$ cat src/rtl/hsp_pkg.sv
package hsp_pkg;

   localparam int unsigned FIELD_COUNT = 7;

   // Parse phases
   localparam logic [3:0] PH_FIRST  = 4'd0;
   localparam logic [3:0] PH_STYPE  = 4'd1;
   localparam logic [3:0] PH_PPS    = 4'd2;
   localparam logic [3:0] PH_FRAME  = 4'd3;
   localparam logic [3:0] PH_FIELD  = 4'd4;
   localparam logic [3:0] PH_BOTTOM = 4'd5;
   localparam logic [3:0] PH_IDR    = 4'd6;
   localparam logic [3:0] PH_POC    = 4'd7;
   localparam logic [3:0] PH_DELTA  = 4'd8;
   localparam logic [3:0] PH_DONE   = 4'd9;
   localparam logic [3:0] PH_STOP   = 4'd10;

   // Result status codes
   localparam logic [2:0] ST_OK        = 3'd0;
   localparam logic [2:0] ST_SHORT     = 3'd1;
   localparam logic [2:0] ST_FRAME_LEN = 3'd2;
   localparam logic [2:0] ST_POC_LEN   = 3'd3;
   localparam logic [2:0] ST_PREFIX    = 3'd4;
   localparam logic [2:0] ST_FRAME_NUM = 3'd5;
   localparam logic [2:0] ST_FIELD     = 3'd6;
   localparam logic [2:0] ST_BOTTOM    = 3'd7;

   // Configuration register indexes
   localparam logic [2:0] REG_FRAME_LEN = 3'd0;
   localparam logic [2:0] REG_POC_LEN   = 3'd1;
   localparam logic [2:0] REG_POC_TYPE  = 3'd2;
   localparam logic [2:0] REG_MBS_ONLY  = 3'd3;
   localparam logic [2:0] REG_IDR       = 3'd4;
   localparam logic [2:0] REG_BOTTOM    = 3'd5;

   // Field store slots
   localparam int unsigned FS_FIRST = 0;
   localparam int unsigned FS_STYPE = 1;
   localparam int unsigned FS_PPS   = 2;
   localparam int unsigned FS_FRAME = 3;
   localparam int unsigned FS_IDR   = 4;
   localparam int unsigned FS_POC   = 5;
   localparam int unsigned FS_DELTA = 6;

   // Flag store bits
   localparam int unsigned FL_FIELD_P  = 0;
   localparam int unsigned FL_BOTTOM_P = 1;
   localparam int unsigned FL_IDR_P    = 2;
   localparam int unsigned FL_POC_P    = 3;
   localparam int unsigned FL_DELTA_P  = 4;
   localparam int unsigned FL_FIELD_V  = 5;
   localparam int unsigned FL_BOTTOM_V = 6;

   localparam logic [3:0] MAX_LEN_MINUS4 = 4'd12;
   localparam logic [5:0] MAX_ZEROS      = 6'd31;

   typedef struct packed {
      logic [3:0] frame_len_m4;
      logic [3:0] poc_len_m4;
      logic [1:0] poc_type;
      logic       frame_mbs_only;
      logic       idr_slice;
      logic       bottom_poc_present;
   } hsp_cfg_type;

   typedef struct packed {
      logic [7:0] data;
      logic       feed;
      logic       last;
      logic       short_unit;
   } hsp_item_type;

   typedef struct packed {
      logic [3:0]                        phase;
      logic [5:0]                        zeros;
      logic [32:0]                       accum;
      logic [5:0]                        left;
      logic [FIELD_COUNT-1:0][31:0]      fields;
      logic [6:0]                        flags;
      logic [2:0]                        err;
   } hsp_parse_type;

   typedef struct packed {
      logic [2:0]  status;
      logic [31:0] first_mb;
      logic [31:0] slice_type_code;
      logic [31:0] pps_id;
      logic [15:0] frame_number;
      logic [4:0]  present_mask;
      logic [1:0]  field_bits;
      logic [31:0] idr_id;
      logic [15:0] poc_lsb;
      logic [31:0] poc_bottom_delta;
   } hsp_result_type;

endpackage

$ cat src/rtl/hsp_front.sv
module hsp_front
   import hsp_pkg::*;
(
   input  logic         clock,
   input  logic         reset,
   input  logic         in_valid,
   input  logic [7:0]   in_data,
   input  logic         in_last,
   input  logic         queue_full,
   output logic         in_ready,
   output logic         push,
   output hsp_item_type push_item
);

   logic [1:0] zero_run_ff, zero_run_in;
   logic [1:0] raw_cnt_ff, raw_cnt_in;
   logic       drop;

   assign in_ready = !queue_full;
   assign push     = in_valid && in_ready;

   // An emulation-prevention byte is a 0x03 right after two zero bytes.
   assign drop = (zero_run_ff == 2'd2) && (in_data == 8'd3);

   always_comb begin
      push_item.data       = in_data;
      push_item.feed       = !drop && (raw_cnt_ff != 2'd0);
      push_item.last       = in_last;
      push_item.short_unit = (raw_cnt_ff == 2'd0);
      zero_run_in = zero_run_ff;
      raw_cnt_in  = raw_cnt_ff;
      if (push) begin
         if (drop) begin
            zero_run_in = 2'd0;
         end else if (in_data == 8'd0) begin
            zero_run_in = (zero_run_ff == 2'd2) ? 2'd2 : zero_run_ff + 2'd1;
         end else begin
            zero_run_in = 2'd0;
         end
         raw_cnt_in = (raw_cnt_ff == 2'd2) ? 2'd2 : raw_cnt_ff + 2'd1;
         if (in_last) begin
            zero_run_in = 2'd0;
            raw_cnt_in  = 2'd0;
         end
      end
   end

   always_ff @(posedge clock) begin
      if (reset) begin
         zero_run_ff <= 2'd0;
         raw_cnt_ff  <= 2'd0;
      end else begin
         zero_run_ff <= zero_run_in;
         raw_cnt_ff  <= raw_cnt_in;
      end
   end

endmodule

$ cat config.mk
export PLATFORM = sky130hd
export DESIGN_NAME = hsp_front
export DESIGN_NICKNAME = d
export VERILOG_FILES = /design/src/rtl/hsp_pkg.sv /design/src/rtl/hsp_front.sv
export SDC_FILE = /design/constraint.sdc
export NUM_CORES = 1
export LEC_CHECK = 0
export ABC_AREA = 0
export BUFFER_PORTS_ARGS = -buffer_cell sky130_fd_sc_hd__clkbuf_2
export CAP_MARGIN = 10
export CORE_AREA = 3 3 40 42
export DETAILED_ROUTE_END_ITERATION = 16
export DIE_AREA = 0 0 43 45
export PLACE_DENSITY = 0.66
export SLEW_MARGIN = 20
export SYNTH_ARGS = -nofsm -noshare
export SYNTH_HDL_FRONTEND = slang
export SYNTH_SLANG_ARGS = --single-unit
export TNS_END_PERCENT = 50
$ cat constraint.sdc
create_clock -name clock -period 1.2 [get_ports clock]
set_clock_uncertainty 0.15 [all_clocks]
set_input_delay 0.18 -clock clock [delete_from_list [all_inputs] [get_ports clock]]
set_output_delay 0.18 -clock clock [all_outputs]
set_load 0.03 [all_outputs]
# Yosys cells after proc, flatten, opt, wreduce, memory -nomap -nowiden
# Cells that the tools add are included.
# Widths: inputs -> output; s select.
# totals
register_bits	4
word_cells	21
# classes
eq_ne	3
mux	6
reduce_logical	8
n_addsub	2
# op_table
cell	n
$mux 2	6
$eq 8x2->1 const B	1
$logic_not 8->1	1
$add 2x1->2 const B	2
$eq 2x2->1 const B	2
$logic_and 1x1->1	3
$logic_not 1->1	2
$logic_not 2->1	1
$reduce_bool 2->1	1

# Logic depth before layout (Yosys ltp)
# logic_depth
ltp_word	5
depth_mapped	4
ltp_nobuf	4

# Least setup slack after synthesis
# No wires, ideal clock.
# synth_path
path_type	register -> output
from	reg raw_cnt_ff[0]
to	out push_item[2] (netlist bit)
setup_slack_ns	-0.391
n_path_buf	0
stages_incl_launch_ff	4
arrival_time_ns	1.261
path_cell_list	dfxtp_1 -> inv_1 -> ha_1 -> a41oi_1
# synth_lines
item	line	rtl
start: declaration	hsp_front.sv:16	logic [1:0] raw_cnt_ff, raw_cnt_in;
start signal: assignment	hsp_front.sv:54	raw_cnt_ff <= raw_cnt_in;
end: declaration	hsp_front.sv:12	output hsp_item_type push_item

==> out/results.ini <==
[critical_path]
cp-end-kind=output port
critPathLaunch=in_data[6]
worstSetupPathType=primary input to output port
required_ps=870
reg2reg_from=zero_run_ff[0]$_SDFFE_PP0P_
critPathArrivalTime_ps=1190
worstPathMaxFanout=2
cp-start-kind=primary input

[run_status]
status=finished with violations
violations=negative setup slack

[yosys]
syn_avg_cell_area_um2=8.89
synth_area_leader_cell=dfxtp_1
synthAdderAreaFrac_pct=14.4
syn-num-nets=56
synth_edf_count=0
synth_top_family_by_area=buffers and inverters
ys_ff_latch=4
ys_warn_count=0
synth_most_common_cell=buf_4
yosys.area_share.simple_pct=26.0
yosysSeqAreaShare_pct=23.1
synth_top_area_share_pct=23.1
async_reset_ff_share_pct=0
synth_commonest_cells=9 x buf_4, 6 x inv_1, 4 x dfxtp_1, 4 x ha_1
synth_xor_area_share_pct=0
syn_area_um2=347
synth_compound_area_share_pct=10.5
syn-instance-count=39
yosys-mux-area-fraction_pct=0
ys.flop_type=dfxtp_1
synth_area_leaders=dfxtp_1 23%, buf_4 19%, ha_1 14%, inv_1 6.5%, nor4_4 6.1%
synth_cell_types=15

[global_route]
grt_pass1_vias=362
grt_antenna_before_repair=0
grt_first_pass_wirelength_um=1460
grt_use_total_pct=10.3
grt_max_degree=5
globalRouteOverflowTotal=0

[cts]
cts_tree=built
cts_root_buf=clkbuf_4
cts_buffer_depth=2
h-tree-depth=1
clk_pin_slew_worst_paths_ps=40
clock-sinks=4
cts_made_buffers=3
clkLatencyLatePin_ps=240

[route]
vias=361
wl_per_cell_um=11.0
routed_wl_um=916
drt_first_pass_iters=2
wl_met2_um=507
ant_nets=0
route.top_layer_used=met3
met3WireLength_um=61
vias_per_cell=4.35
met1_length_um=347
first_iter_violations=2
drc=0

[floorplan]
fp.dieW_um=43
initial_core_util_pct=27.0
chipHeight_um=45
io_pins=26
core_area_um2=1280
num_rows=13
dieArea_um2=1940

[power_and_ir_drop]
peakVddDrop_mv=0.484
p_int_uw=316
p_switching_uw=151
pwr-share-clk_pct=36.1
p_leak_uw=0.000289
comb_power_share_pct=34.5
swShare_pct=32.3
p_per_area_nw_per_um2=785
power_frac_seq_pct=29.4

[finish]
drive_gt1_share_pct=75.0
regArea_um2=82.6
diodes=0
final_cell_area_um2=594
multi_input_area_um2=221
fillers=127
finalNetCount=87
syn_to_final_growth_pct=71.5
utilization_pct=46.3

[timing]
layout_min_cycle_time_ps=1520
fin_crit_sh_pct=127
fin_ws_ps=-320
rsz0062_at_grt=yes
tightest_slew_ps=222
slew_violations=0
slew_headroom_pct=85.1
setup_viol=4
tns_ps=-500
finalHoldViolCount=0
clock.fmax_mhz=658

[placement]
finalWeightedCongestion=0.615
place_worst_setup_slack_ps=-362
hpwl_um=727
io_buffers=25
post_dp_cell_area_um2=519

[job]
max_cap_violations=0

[min_path]
hold_start=reset
hold_path_class=primary input to register

## per-layer routing
metal | up-vias | GRT usage, %
met3 | 0 | 5.18
met1 | 166 | 10.9
met5 | - | 0
met2 | 13 | 18.9
met4 | 0 | 1.81
li1 | 182 | -
## cell type report
class / instances / area share, %
Timing Repair Buffer: 35 / 38.1
Multi-Input combinational cell: 20 / 37.3
Sequential cell: 4 / 13.9
Clock buffer: 3 / 3.79
Inverter: 6 / 3.79
Tap cell: 15 / 3.16
## state kept, by name, summed over array words and instances, names as in the netlist
signal / flops
zero_run_ff: 2
raw_cnt_ff: 2
## worst paths after layout
| kind | endpoint | cells past startpoint | slack, ps |
|---|---|---|---|
| min | raw_cnt_ff[1]$_SDFFE_PP0P_ | 3 | 80 |
| max | push_item[2] | 5 | -320 |
| min reg2reg | raw_cnt_ff[0]$_SDFFE_PP0P_ | 2 | 300 |
| max reg2reg | zero_run_ff[1]$_SDFFE_PP0P_ | 4 | -30 |
## cell usage in the layout, fill, tap and decap left out, drive strengths merged
cell type / Yosys / layout
clkbuf: 0 / 25
buf: 9 / 13
inv: 6 / 6
ha: 4 / 4
dfxtp: 4 / 4
nand2: 2 / 2
nand3b: 2 / 2
a22o: 2 / 2
or4: 2 / 2
nor2: 2 / 2
a21oi: 2 / 2
nand2b: 1 / 1
or2: 1 / 1
a41oi: 1 / 1
nor4: 1 / 1
## timing repair
item,4_1_cts,5_1_grt
hold buffers,0,0
endpoints found under the hold margin,0,0
setup buffers,1,0
pin swaps,5,3
resized for setup,10,4
endpoints found under the setup margin,5,5
## stage by stage
step                hold WS, ps  power (µW)  std cells
global placement            290         283         79
floorplan                  99.1         239         39
global route               79.4         495         83
finish                     76.0         466         83
CTS                        68.4         472         83
detailed placement          298         285         79
## power groups by stage
stage / registers, µW / logic [µW] / clock network (µW)
2_1_floorplan: 138 / 101 / 0
3_3_place_gp: 139 / 145 / 0
3_5_place_dp: 139 / 146 / 0
4_1_cts: 137 / 156 / 179
5_1_grt: 137 / 170 / 188
6_report: 137 / 161 / 168
## cells by family after synthesis
logic type / count (synthesis)
fa+ha+maj: 4
flops: 4
buf+inv: 15
compound gates: 5
simple gates: 11
## worst max-delay path, cell delays in order
cell,delay (ps)
buf_6,90
or4_4,550
nor2_4,110
a41oi_4,100
buf_8,150
(Power assumes the default switching activity.)
