===== src/rtl/hsp_pkg.sv =====
package hsp_pkg;

   localparam int unsigned FIELD_COUNT = 7;

   // Parse phases
   localparam logic [3:0] PH_FIRST  = 4'd0;
   localparam logic [3:0] PH_STYPE  = 4'd1;
   localparam logic [3:0] PH_PPS    = 4'd2;
   localparam logic [3:0] PH_FRAME  = 4'd3;
   localparam logic [3:0] PH_FIELD  = 4'd4;
   localparam logic [3:0] PH_BOTTOM = 4'd5;
   localparam logic [3:0] PH_IDR    = 4'd6;
   localparam logic [3:0] PH_POC    = 4'd7;
   localparam logic [3:0] PH_DELTA  = 4'd8;
   localparam logic [3:0] PH_DONE   = 4'd9;
   localparam logic [3:0] PH_STOP   = 4'd10;

   // Result status codes
   localparam logic [2:0] ST_OK        = 3'd0;
   localparam logic [2:0] ST_SHORT     = 3'd1;
   localparam logic [2:0] ST_FRAME_LEN = 3'd2;
   localparam logic [2:0] ST_POC_LEN   = 3'd3;
   localparam logic [2:0] ST_PREFIX    = 3'd4;
   localparam logic [2:0] ST_FRAME_NUM = 3'd5;
   localparam logic [2:0] ST_FIELD     = 3'd6;
   localparam logic [2:0] ST_BOTTOM    = 3'd7;

   // Configuration register indexes
   localparam logic [2:0] REG_FRAME_LEN = 3'd0;
   localparam logic [2:0] REG_POC_LEN   = 3'd1;
   localparam logic [2:0] REG_POC_TYPE  = 3'd2;
   localparam logic [2:0] REG_MBS_ONLY  = 3'd3;
   localparam logic [2:0] REG_IDR       = 3'd4;
   localparam logic [2:0] REG_BOTTOM    = 3'd5;

   // Field store slots
   localparam int unsigned FS_FIRST = 0;
   localparam int unsigned FS_STYPE = 1;
   localparam int unsigned FS_PPS   = 2;
   localparam int unsigned FS_FRAME = 3;
   localparam int unsigned FS_IDR   = 4;
   localparam int unsigned FS_POC   = 5;
   localparam int unsigned FS_DELTA = 6;

   // Flag store bits
   localparam int unsigned FL_FIELD_P  = 0;
   localparam int unsigned FL_BOTTOM_P = 1;
   localparam int unsigned FL_IDR_P    = 2;
   localparam int unsigned FL_POC_P    = 3;
   localparam int unsigned FL_DELTA_P  = 4;
   localparam int unsigned FL_FIELD_V  = 5;
   localparam int unsigned FL_BOTTOM_V = 6;

   localparam logic [3:0] MAX_LEN_MINUS4 = 4'd12;
   localparam logic [5:0] MAX_ZEROS      = 6'd31;

   typedef struct packed {
      logic [3:0] frame_len_m4;
      logic [3:0] poc_len_m4;
      logic [1:0] poc_type;
      logic       frame_mbs_only;
      logic       idr_slice;
      logic       bottom_poc_present;
   } hsp_cfg_type;

   typedef struct packed {
      logic [7:0] data;
      logic       feed;
      logic       last;
      logic       short_unit;
   } hsp_item_type;

   typedef struct packed {
      logic [3:0]                        phase;
      logic [5:0]                        zeros;
      logic [32:0]                       accum;
      logic [5:0]                        left;
      logic [FIELD_COUNT-1:0][31:0]      fields;
      logic [6:0]                        flags;
      logic [2:0]                        err;
   } hsp_parse_type;

   typedef struct packed {
      logic [2:0]  status;
      logic [31:0] first_mb;
      logic [31:0] slice_type_code;
      logic [31:0] pps_id;
      logic [15:0] frame_number;
      logic [4:0]  present_mask;
      logic [1:0]  field_bits;
      logic [31:0] idr_id;
      logic [15:0] poc_lsb;
      logic [31:0] poc_bottom_delta;
   } hsp_result_type;

endpackage


===== src/rtl/hsp_queue.sv =====
module hsp_queue
   import hsp_pkg::*;
#(
   parameter int unsigned DEPTH = 4
) (
   input  logic         clock,
   input  logic         reset,
   input  logic         push,
   input  hsp_item_type push_item,
   input  logic         pop,
   output logic         full,
   output logic         not_empty,
   output hsp_item_type head
);

   localparam int unsigned PW = (DEPTH > 1) ? $clog2(DEPTH) : 1;
   localparam int unsigned CW = $clog2(DEPTH + 1);

   hsp_item_type [DEPTH-1:0] slot_ff;
   logic [PW-1:0] wr_ff, rd_ff;
   logic [CW-1:0] count_ff;

   assign full      = (count_ff == CW'(DEPTH));
   assign not_empty = (count_ff != '0);
   assign head      = slot_ff[rd_ff];

   always_ff @(posedge clock) begin
      if (push) begin
         slot_ff[wr_ff] <= push_item;
      end
   end

   always_ff @(posedge clock) begin
      if (reset) begin
         wr_ff    <= '0;
         rd_ff    <= '0;
         count_ff <= '0;
      end else begin
         if (push) begin
            wr_ff <= (wr_ff == PW'(DEPTH - 1)) ? '0 : wr_ff + PW'(1);
         end
         if (pop) begin
            rd_ff <= (rd_ff == PW'(DEPTH - 1)) ? '0 : rd_ff + PW'(1);
         end
         if (push && !pop) begin
            count_ff <= count_ff + CW'(1);
         end else if (pop && !push) begin
            count_ff <= count_ff - CW'(1);
         end
      end
   end

   a_count_bound: assert property (@(posedge clock) disable iff (reset)
      count_ff <= CW'(DEPTH))
      else $error("queue count beyond depth");
   a_no_pop_empty: assert property (@(posedge clock) disable iff (reset)
      pop |-> not_empty)
      else $error("pop from empty queue");
   a_no_push_full: assert property (@(posedge clock) disable iff (reset)
      push |-> !full)
      else $error("push into full queue");

endmodule


===== config.mk =====
export PLATFORM = sky130hd
export DESIGN_NAME = hsp_queue
export DESIGN_NICKNAME = d
export VERILOG_FILES = /design/src/rtl/hsp_pkg.sv /design/src/rtl/hsp_queue.sv
export SDC_FILE = /design/constraint.sdc
export NUM_CORES = 1
export LEC_CHECK = 0
export ABC_AREA = 1
export BUFFER_PORTS_ARGS = -buffer_cell sky130_fd_sc_hd__buf_4
export CAP_MARGIN = 20
export CORE_MARGIN = 2
export CORE_UTILIZATION = 55
export CTS_CLUSTER_DIAMETER = 120
export DETAILED_ROUTE_END_ITERATION = 16
export GPL_ROUTABILITY_DRIVEN = 0
export PLACE_DENSITY = 0.8
export RECOVER_POWER = 100
export SLEW_MARGIN = 20
export SYNTH_ARGS = -nofsm -noshare
export SYNTH_HDL_FRONTEND = slang
export SYNTH_SLANG_ARGS = --single-unit
export TNS_END_PERCENT = 10

===== constraint.sdc =====
create_clock -name clock -period 1.6 [get_ports clock]
set_clock_uncertainty 0.15 [all_clocks]
set_input_delay 0.24 -clock clock [delete_from_list [all_inputs] [get_ports clock]]
set_output_delay 0.24 -clock clock [all_outputs]
set_load 0.01 [all_outputs]

# Yosys cells after proc, flatten, opt, wreduce, memory -nomap -nowiden
# Cells that the tools add are included.
[word_totals]
ram_bits = 0
romBits = 0
ff_bits = 51
latch_bits = 0
memories = 0
input_bits = 15
[op_classes]
n_mul = 0
n_mux = 9
n_addsub = 4
n_eq_ne = 3
n_reduce_logical = 7
bitwise = 0
n_shift = 0
order_cmp = 3
n_div = 0
[op_table]
columns = ["operator", "count"]
rows = [
  ["44-bit bitwise mux", 1],
  ["11-bit binary-select mux with 2-bit select", 1],
  ["11-bit demux with 2-bit select", 1],
  ["11-bit 2-to-1 mux", 2],
  ["2-bit by 3-bit less-than comparator with 1-bit output (second input constant)", 2],
  ["3-bit 2-to-1 mux", 2],
  ["2-bit by 1-bit adder with 2-bit output (second input constant)", 2],
  ["2-bit == test (second input constant)", 2],
  ["2-bit 2-to-1 mux", 2],
  ["3-bit by 1-bit adder with 3-bit output (second input constant)", 1],
  ["3-bit == test (second input constant)", 1],
  ["1-bit logical AND", 3],
  ["3-bit nonzero test", 1],
  ["3-bit by 1-bit subtractor with 3-bit output (second input constant)", 1],
  ["2-bit by 1-bit greater-or-equal comparator with 1-bit output (second input constant)", 1],
  ["1-bit logical NOT", 2],
  ["2-bit nonzero test", 1],
]

# Logic depth before layout (Yosys ltp)
# Gate-level depths: netlist of run 1.
[depth]
word_depth = 5
ltp_mapped = 10
mapped_depth_nobuf = 10

# Worst setup path before layout of run 1
# Ideal clock, no wire load.
[synth_timing]
path_kind = "input-to-reg"
start = "input pop"
end = "register count_ff[2]"
arrival_ps = 1198
cell_stages = 10
t_required_ps = 1340
setup_ps = 110
path_buffers = 0
path_slack_ps = 142
cell_sequence = "inv_1 -> ha_1 -> inv_2 -> fa_1 -> inv_1 -> nand2_1 -> nand3_1 -> nand2_1 -> inv_1 -> nor2_1"
[synth_between]
elab_chain_cells = 3
word_cells_on_any_way = 5
classes_between = "1 x mux; 4 x reduce/logical"
[synth_rtl]
columns = ["element", "line_no", "source"]
rows = [
  ["start: declaration", "hsp_queue.sv:10", "input logic pop,"],
  ["1-bit logical NOT", "hsp_queue.sv:45", "if (push && !pop) begin"],
  ["1-bit logical AND", "hsp_queue.sv:45", ""],
  ["3-bit 2-to-1 mux / 2-bit nonzero test (equally long branches)", "n/a", ""],
  ["end signal: assignment", "hsp_queue.sv:46", "count_ff <= count_ff + CW'(1);"],
  ["end signal: assignment", "hsp_queue.sv:48", "count_ff <= count_ff - CW'(1);"],
  ["end: declaration", "hsp_queue.sv:21", "logic [CW-1:0] count_ff;"],
]
# Several ways; a longest one is shown, not always the timed one.
# A chain may end at the register's enable or synchronous reset.

==> results of run 1 <==
## state kept, by name, summed over array words and instances (netlist names)
name,flops
slot_ff,44
count_ff,3
wr_ff,2
rd_ff,2
## layer usage
metal	part of all wire [%]	vias to the layer above
li1	-	692
met5	0	-
met4	1.7	0
met1	39	733
met2	55	41
met3	3.8	10
## cell families after synthesis
| family | Yosys count |
|---|---|
| flip-flops | 51 |
| AND/OR/NAND/NOR | 43 |
| AO/OA/AOI/OAI | 40 |
| buffers and inverters | 22 |
| adder cells (fa/ha/maj) | 7 |
| XOR/XNOR | 1 |
## repair_timing
| item | in CTS | in global routing |
|---|---|---|
| cloned | 0 | 2 |
| endpoints found under the hold margin | 47 | 0 |
| setup buffers | 0 | 3 |
| resized for setup | 10 | 20 |
| pin swaps | 0 | 12 |
| endpoints found under the setup margin | 11 | 11 |
| hold buffers | 12 | 0 |
## layout make-up
type / instances / area share (%)
clock buffers: 5 / 2.57
clock inverters: 3 / 0.562
inverters: 16 / 2.53
multi-input cells: 91 / 20.9
flip-flops and latches: 51 / 54.8
well taps: 48 / 2.25
repair buffers: 55 / 16.4
## where the power goes
part	leakage (nW)	switching [mW]	internal, mW
combinational	0.528	0.255	0.220
sequential	0.463	0.0440	1.51
clock	0.0392	0.391	0.297
total	1.03	0.689	2.03
## path summary, 6_finish.rpt
path	startpoint	to	slack, ps	depth (start not counted)
setup / recovery	rd_ff[0]	head[10]	-120	4
hold / removal	push	wr_ff[1]	100	3
setup reg to reg	wr_ff[0]	slot_ff[38]	80	4
hold reg to reg	wr_ff[1]	wr_ff[1]	390	2
## per-stage QoR
| step | hold slack [ps] | TNS, ps | cell area, um2 | utilization (%) |
|---|---|---|---|---|
| 2_1_floorplan | 162 | 0 | 2070 | - |
| 3_3_place_gp | 289 | 0 | 2410 | 66.4 |
| 3_5_place_dp | 294 | -14.2 | 2410 | 66.4 |
| 4_1_cts | 100 | -359 | 2640 | 72.7 |
| 5_1_grt | 111 | -1350 | 2670 | 73.6 |
| 6_report | 105 | -878 | 2670 | 73.6 |
## placed cells by master, fill, tap and decap left out, types with 2 or more instances in the layout
| cell | count |
|---|---|
| sky130_fd_sc_hd__a21oi_1 | 4 |
| sky130_fd_sc_hd__nor3_1 | 3 |
| sky130_fd_sc_hd__o21ai_0 | 3 |
| sky130_fd_sc_hd__clkbuf_2 | 4 |
| sky130_fd_sc_hd__ha_1 | 6 |
| sky130_fd_sc_hd__inv_2 | 2 |
| sky130_fd_sc_hd__dlygate4sd3_1 | 12 |
| sky130_fd_sc_hd__clkbuf_1 | 14 |
| sky130_fd_sc_hd__clkbuf_8 | 5 |
| sky130_fd_sc_hd__dfxtp_1 | 6 |
| sky130_fd_sc_hd__o21ai_1 | 12 |
| sky130_fd_sc_hd__o22ai_1 | 7 |
| sky130_fd_sc_hd__o21ai_2 | 9 |
| sky130_fd_sc_hd__inv_1 | 13 |
| sky130_fd_sc_hd__buf_8 | 2 |
| sky130_fd_sc_hd__edfxtp_1 | 44 |
| sky130_fd_sc_hd__buf_6 | 2 |
| sky130_fd_sc_hd__clkbuf_16 | 2 |
| sky130_fd_sc_hd__nand2_1 | 9 |
| sky130_fd_sc_hd__clkinv_1 | 2 |
| sky130_fd_sc_hd__o22ai_2 | 4 |
| sky130_fd_sc_hd__nor2_1 | 28 |
| sky130_fd_sc_hd__buf_4 | 19 |
## worst max-delay path, delay by kind of cell (launching register included)
family                 cells  cell delay (ps)
flip-flops                 1              460
buffers and inverters      2              320
AO/OA/AOI/OAI              2              250
==> results_dict.tcl, run 1 <==
set metrics [dict create \
    tritoncts_num_sinks 51 \
    tightest_slew_ps 347 \
    path_cells "buf_8, o21ai_2, o22ai_1, buf_4" \
    netlist_area_mm2 0.00207 \
    warnings_from_yosys 0 \
    starting_density_of_the_core_pct 56.9 \
    detailed_route_drc_error_count 0 \
    timing.critical_path.slowest_stage_cell "sky130_fd_sc_hd__dfxtp_4" \
    yosys.area.top_type "sky130_fd_sc_hd__edfxtp_1" \
    final_wirelength_um 4610 \
    yosys.area_share.adder_pct 4.60 \
    detailroute.via_count 1476 \
    setup_viol_count_final 11 \
    final_max_slew_viol_count 0 \
    pre_cts_ws_ps -14.2 \
    fill_cells 262 \
    min_period_ps 1720 \
    nets 242 \
    violations "negative setup slack" \
    slew_headroom_pct 76.9 \
    overflow 0 \
    die_height_um 65.3 \
    overall_track_demand_over_capacity_in_global_routing_pct 22.8 \
    io_buffers 27 \
    critical_path_class "reg -> out" \
    outcome "finished with violations" \
    worst_ir_drop_vdd_v 0.000786 \
    use_met3_pct 6.34 \
    synth.cells.most_frequent "sky130_fd_sc_hd__edfxtp_1 (44), sky130_fd_sc_hd__nor2_1 (29), sky130_fd_sc_hd__o21ai_1 (15)" \
    crit_path_max_incr_delay_ps 460 \
    cts-root-buf "sky130_fd_sc_hd__clkbuf_8" \
    ys_types 20 \
    final-instance-count-excl-fill 269 \
    globalRoute.busiestLayer "met2" \
    clock_buffers_created_by_tritoncts 5 \
    layout-drive-gt1-share_pct 24.4 \
    first_global_vias 1610 \
    crit_path_end_kind "output pin" \
    globalRouteMet2Util_pct 41.6 \
    die_w_um 65.3 \
    synth-edff-count 44 \
    total_half_perimeter_wirelength_after_legalization_and_detailed_placement_um 2740 \
    highest_clock_rate_mhz 581 \
    synthSimpleGateAreaFrac_pct 8.17 \
    floorplan.die_area_mm2 0.00426 \
    areaGrowthSynthToFinish_pct 29.4 \
    portion_of_the_post_synthesis_area_used_by_sequential_elements_pct 70.7 \
    antenna_cells 0 \
    synth-seq-cells 51 \
    finalHoldViolCount 0 \
    routedWlPerCell_um 17.1 \
    std_cell_rows 22 \
    finalCritPeriodShare_pct 108 \
    clock_path_buffers 2 \
    storage_element_area_mm2 0.00147 \
    post-place-cells 244 \
    synth-compound-area-share_pct 10.7 \
    tritoncts_clock_tree "built" \
    design_power_total_mw 2.72 \
    finalWorstSetupSlack_ps -121 \
    most_used_dff_post_synth "sky130_fd_sc_hd__edfxtp_1" \
    multi_input_area_um2 559 \
    synth_top_cell_area_share_pct 63.9 \
    core_area_mm2 0.00363 \
    synthCells 164 \
    post_drt_via_cell_ratio 5.49 \
    power_density_mw_per_mm2 1020 \
    cts_max_level 2 \
    timing.critical_path.required_ps 1210 \
    drt_pass1_iterations 4 \
    fraction_of_synthesized_area_in_multiplexers_pct 0 \
    hold_path_class "in -> reg" \
    grt_antenna_before_repair 0 \
    worst-endpoint-arrival_ps 1330 \
    main_area_contributors_after_synthesis "sky130_fd_sc_hd__edfxtp_1 (64%), sky130_fd_sc_hd__dfxtp_1 (6.8%), sky130_fd_sc_hd__nor2_1 (5.3%)" \
    start_kind "register" \
    grt_start_max_net_pins 23 \
    ant_nets 0 \
    worst-path-max-fanout 6 \
    synthesis.nets 186 \
    num_io_pins 28 \
    largest_family_of_logic_cells_by_synthesized_area "compound AO/OA/AOI/OAI gates" \
    grt_setup_unrepaired "true" \
    synth-xor-area-share_pct 0.424 \
    cell_with_the_most_instances_after_synthesis "sky130_fd_sc_hd__edfxtp_1" \
    synthesis.area_per_instance_um2 12.6 \
    max_cap_violations 0 \
    global_route_wire_length_before_repair_um 7050 \
    async_reset_ff_share_pct 0 \
    clk_transition_reported_paths_ps 80 \
    leakagePower_nw 1.03 \
    grtUsageMet1_pct 23.8 \
    worstSkewPairLatency_ps 290 \
    detail_route.iter0.violations 49 \
]
Note: power is estimated with default switching activity, not from simulation.
==> run 2: changes to the inputs <==
==> constraint.sdc (replaced) <==
create_clock -name clock -period 1.6 [get_ports clock]
set_clock_uncertainty 0.15 [all_clocks]
set_input_delay 0.32 -clock clock [delete_from_list [all_inputs] [get_ports clock]]
set_output_delay 0.32 -clock clock [all_outputs]
set_load 0.01 [all_outputs]
==> results_dict.tcl, run 2 (synthesis results as in run 1) <==
set metrics [dict create \
    outcome "finished with violations" \
    violations "negative setup slack" \
    max_cap_violations 0 \
    worst_ir_drop_vdd_v 0.000657 \
    crit_path_max_incr_delay_ps 390 \
    timing.critical_path.slowest_stage_cell "sky130_fd_sc_hd__dfxtp_4" \
    crit_path_end_kind "output pin" \
    routedWlPerCell_um 17.2 \
    detailroute.via_count 1414 \
    detailed_place.area_mm2 0.00245 \
    timing.critical_path.required_ps 1130 \
    p_clk_share_pct 30.1 \
    overflow 0 \
    grt_start_max_net_pins 17 \
    overall_track_demand_over_capacity_in_global_routing_pct 21.7 \
    starting_density_of_the_core_pct 56.9 \
    setup_viol_count_final 11 \
    finalCritPeriodShare_pct 113 \
    areaGrowthSynthToFinish_pct 31.0 \
    tightest_slew_ps 349 \
    num_io_pins 28 \
    clock_buffers_created_by_tritoncts 5 \
    largest_register_ffs 44 \
    final_util_pct 74.5 \
    mostFrequentLayoutCell "sky130_fd_sc_hd__edfxtp_1" \
    worst-endpoint-arrival_ps 1340 \
    finalWorstSetupSlack_ps -212 \
    pwr-share-seq_pct 52.9 \
    pre_cts_ws_ps -131 \
    antenna_cells 0 \
    clk_transition_reported_paths_ps 80 \
    top_regs "slot_ff: 44 flops, count_ff: 3 flops" \
    total_switching_power_mw 0.725 \
    hold_path_end "rd_ff[0]" \
    post_drt_via_cell_ratio 5.32 \
    drt_pass1_iterations 4 \
    layout-drive-gt1-share_pct 34.9 \
    final_max_slew_viol_count 0 \
    first_global_vias 1461 \
    category_of_cells_accounting_for_the_largest_share_of_critical_path_delay "buffers and inverters" \
    finalHoldViolCount 0 \
    regMostFlops "slot_ff" \
    tritoncts_num_sinks 51 \
    netSwitchingFraction_pct 24.6 \
    slew_headroom_pct 76.7 \
    rr_worst_depth 7 \
    std_cell_rows 22 \
    start_kind "register" \
    total_half_perimeter_wirelength_after_legalization_and_detailed_placement_um 2590 \
    comb_power_share_pct 17.1 \
    tritoncts_clock_tree "built" \
    hold_start "reset" \
    postCtsHoldBufs 0 \
    min_delay_path_depth 2 \
    clock_path_buffers 2 \
    critical_path_class "reg -> out" \
    global_route_wire_length_before_repair_um 6570 \
    min_period_ps 1810 \
    leakagePower_nw 1.06 \
    mostFrequentLayoutCells "sky130_fd_sc_hd__edfxtp_1 (44), sky130_fd_sc_hd__buf_4 (20), sky130_fd_sc_hd__nor2_1 (19), sky130_fd_sc_hd__clkbuf_1 (14), sky130_fd_sc_hd__inv_1 (13)" \
    grt_antenna_before_repair 0 \
    ant_nets 0 \
    nets 239 \
    die_w_um 65.3 \
    flop2flop_setup_slack_ps 90 \
    die_height_um 65.3 \
    io_buffers 27 \
    timing.rr.end "rd_ff[0]" \
    power_density_mw_per_mm2 1090 \
    final_wirelength_um 4560 \
    floorplan.die_area_mm2 0.00426 \
    grt_setup_unrepaired "true" \
    highest_clock_rate_mhz 552 \
    whs_ps 47.2 \
    core_area_mm2 0.00363 \
    hold_path_class "in -> reg" \
    worst-path-max-fanout 5 \
    path_cells "buf_6, clkbuf_16, nor2_2, o22ai_1, buf_4" \
    internal_power_mw 2.22 \
    cts-root-buf "sky130_fd_sc_hd__clkbuf_8" \
    design_power_total_mw 2.94 \
    worstSkewPairLatency_ps 300 \
    post_route_cell_area_mm2 0.00271 \
    critical_path.reg2reg.startpoint "rd_ff[0]" \
    detailed_route_drc_error_count 0 \
    detail_route.iter0.violations 76 \
    cts_max_level 2 \
    worstPathBufferInverterCount 3 \
]
[run 2: cell types whose count changed in the layout (fill, tap and decap cells not counted), moves of 3 or more]
| cell | delta |
|---|---|
| sky130_fd_sc_hd__nor2_1 | -9 |
| sky130_fd_sc_hd__nor2_2 | +8 |
| sky130_fd_sc_hd__dlygate4sd3_1 | -12 |
| sky130_fd_sc_hd__buf_12 | +3 |
| sky130_fd_sc_hd__buf_6 | +5 |
[run 2: worst max-delay path by stage]
stage | start | to | slack, ps | cells past startpoint
2_1_floorplan | pop | count_ff[2] | 60 | 10
3_3_place_gp | pop | count_ff[2] | -8 | 11
3_5_place_dp | pop | count_ff[2] | -130 | 11
4_1_cts | rd_ff[0] | head[10] | -150 | 5
5_1_grt | rd_ff[0] | head[4] | -250 | 5
6_report | rd_ff[0] | head[4] | -210 | 5
[run 2: repair_timing]
| action | CTS | global route |
|---|---|---|
| resized for setup | 14 | 33 |
| pin swaps | 1 | 9 |
| endpoints found under the setup margin | 11 | 11 |
| setup buffers | 4 | 6 |
| gates cloned | 0 | 1 |
[run 2: per-layer routing]
metal	vias up	share of wire, %	GRT usage, %
met2	44	55	39.5
li1	687	-	-
met1	678	39	22.4
met5	-	0	0
met3	5	5.1	6.68
met4	0	1.2	10.9
[run 2: metrics by stage]
stage	setup TNS (ps)	instances
6_report	-1780	266
5_1_grt	-2410	266
4_1_cts	-1550	259
3_5_place_dp	-176	247
3_3_place_gp	-7.64	247
2_1_floorplan	0	164
[run 2: area by class of cell]
cell class | count | area [um2]
Tap cell | 48 | 60.1
Fill cell | 251 | 926
Multi-Input combinational cell | 91 | 582
Inverter | 16 | 62.6
Sequential cell | 51 | 1470
Timing Repair Buffer | 52 | 424
Clock inverter | 3 | 43.8
Clock buffer | 5 | 68.8
[run 2: power by group through the flow]
stage          Combinational [mW]  Clock [mW]  Sequential, mW
6_report                    0.503       0.885            1.56
3_3_place_gp                0.413           0            1.57
3_5_place_dp                0.435           0            1.57
2_1_floorplan               0.222           0            1.57
5_1_grt                     0.545       0.950            1.56
4_1_cts                     0.468       0.884            1.55
==> run 3: changes to the inputs <==
- CORE_ASPECT_RATIO: default -> 1.25
==> results_dict.tcl, run 3 (synthesis results as in run 1) <==
set metrics [dict create \
    outcome "finished with violations" \
    violations "design-rule violations, negative setup slack" \
    timing.rr.end "slot_ff[42]" \
    start_kind "register" \
    max_cap_violations 0 \
    total_half_perimeter_wirelength_after_legalization_and_detailed_placement_um 2780 \
    post_cts_buffers 0 \
    regMostFlops "slot_ff" \
    areaGrowthSynthToFinish_pct 19.4 \
    timing.critical_path.depth 5 \
    crit_path_max_incr_delay_ps 370 \
    grt_setup_unrepaired "true" \
    post_route_cell_area_mm2 0.00247 \
    mostFrequentLayoutCells "sky130_fd_sc_hd__edfxtp_1 (44), sky130_fd_sc_hd__nor2_1 (29), sky130_fd_sc_hd__buf_4 (19), sky130_fd_sc_hd__o21ai_1 (15), sky130_fd_sc_hd__clkbuf_1 (14)" \
    io_buffers 27 \
    worst-path-max-fanout 7 \
    fill_cells 261 \
    num_io_pins 28 \
    drt_pass1_iterations 10 \
    path_cells "inv_4, buf_6, nor2_1, o22ai_1, buf_4" \
    category_of_cells_accounting_for_the_largest_share_of_critical_path_delay "buffers and inverters" \
    flop2flop_setup_slack_ps 90 \
    worst_setup_path_startpoint "rd_ff[0]" \
    power_density_mw_per_mm2 1100 \
    critical_path.reg2reg.startpoint "wr_ff[0]" \
    std_cell_rows 24 \
    design_power_total_mw 2.71 \
    finalWorstSetupSlack_ps -148 \
    final_max_slew_viol_count 0 \
    final_wirelength_um 4080 \
    critical_path_class "reg -> out" \
    final-instance-count-excl-fill 248 \
    mostFrequentLayoutCell "sky130_fd_sc_hd__edfxtp_1" \
    ant_nets 0 \
    post-place-cells 238 \
    global_route_wire_length_before_repair_um 6560 \
    die_height_um 72.5 \
    largest_register_ffs 44 \
    tritoncts_num_sinks 51 \
    worstSkewPairLatency_ps 300 \
    grt_antenna_before_repair 0 \
    starting_density_of_the_core_pct 58.3 \
    postCtsHoldBufs 0 \
    crit_path_end_kind "output pin" \
    finalHoldViolCount 0 \
    worst_ir_drop_vdd_v 0.000814 \
    overflow 0 \
    clock_buffers_created_by_tritoncts 5 \
    overall_track_demand_over_capacity_in_global_routing_pct 21.3 \
    die_w_um 58.8 \
    finalCritPeriodShare_pct 109 \
    core_area_mm2 0.00354 \
    detail_route.iter0.violations 69 \
    clock_path_buffers 2 \
    clk_transition_reported_paths_ps 80 \
    cp-endpoint "head[2]" \
    timing.critical_path.required_ps 1130 \
    setup_viol_count_final 11 \
    antenna_cells 0 \
    worst-endpoint-arrival_ps 1280 \
    cts_max_level 2 \
    rr_worst_depth 4 \
    worstPathBufferInverterCount 3 \
    top_regs "slot_ff: 44 flops, count_ff: 3 flops" \
    first_global_vias 1459 \
    floorplan.die_area_mm2 0.00427 \
    min_period_ps 1750 \
    detailed_place.area_mm2 0.00242 \
    slew_headroom_pct 77.3 \
    timing.critical_path.slowest_stage_cell "sky130_fd_sc_hd__dfxtp_4" \
    tightest_slew_ps 341 \
    layout-drive-gt1-share_pct 23.4 \
    detailroute.via_count 1382 \
    grt_start_max_net_pins 16 \
    hold_path_class "in -> reg" \
    post_drt_via_cell_ratio 5.57 \
    cts-root-buf "sky130_fd_sc_hd__clkbuf_8" \
    detailed_route_drc_error_count 3 \
    nets 230 \
    routedWlPerCell_um 16.4 \
    leakagePower_nw 0.965 \
    tritoncts_clock_tree "built" \
    highest_clock_rate_mhz 572 \
]
run 3: changes by cell type in the layout (fill, tap and decap cells not counted), moves of 2 or more:
cell | before | now
sky130_fd_sc_hd__buf_12 | 3 | 0
sky130_fd_sc_hd__buf_6 | 7 | 5
sky130_fd_sc_hd__nor2_1 | 19 | 29
sky130_fd_sc_hd__nor2_2 | 9 | 0
sky130_fd_sc_hd__o21ai_1 | 10 | 15
sky130_fd_sc_hd__o21ai_2 | 11 | 5
sky130_fd_sc_hd__o22ai_1 | 8 | 11
sky130_fd_sc_hd__o22ai_2 | 3 | 0
run 3: metal layers:
layer  global-route usage (%)  vias to the layer above  part of all wire (%)
met5                        0                        -                     0
met4                     10.1                        0                   2.5
met3                     5.88                        9                   5.8
met2                     37.4                       45                    54
met1                     23.2                      661                    37
li1                         -                      667                     -
run 3: layout make-up:
class                   count  area (um2)  share of cell area [%]
clock buffers               7        86.3                    3.50
clock inverters             1        5.00                   0.203
inverters                  16        62.6                    2.54
multi-input cells          91         510                    20.7
flip-flops and latches     51        1470                    59.4
well taps                  39        48.8                    1.98
repair buffers             43         288                    11.7
run 3: where the power goes:
| part | leakage, nW | switching (mW) | internal [mW] | total (mW) |
|---|---|---|---|---|
| Combinational | 0.454 | 0.236 | 0.181 | 0.417 |
| Clock | 0.0482 | 0.397 | 0.349 | 0.747 |
| Sequential | 0.463 | 0.0371 | 1.51 | 1.55 |
| Total | 0.965 | 0.670 | 2.04 | 2.71 |
run 3: repair_timing:
action                                  in CTS  in global routing
gates resized for setup                     19                  2
endpoints found under the setup margin      11                 12
cloned                                       2                  0
pin swaps                                    2                  1
run 3: stage by stage:
step	utilization [%]	setup slack [ps]	hold WS, ps	setup TNS [ps]
CTS	72.5	-147	38.6	-1470
detailed placement	68.4	-101	368	-114
finish	69.6	-148	47.6	-1330
global route	69.6	-205	44.7	-2050
floorplan	-	62.3	242	0
global placement	68.4	-16.8	350	-16.8
run 3: worst min path at each step:
stage          startpoint           to  cells past startpoint
6_report            reset     rd_ff[0]                      2
3_3_place_gp     wr_ff[1]     wr_ff[1]                      2
2_1_floorplan       reset  count_ff[0]                      1
4_1_cts             reset     rd_ff[0]                      2
5_1_grt             reset     rd_ff[0]                      2
3_5_place_dp        reset     wr_ff[0]                      2
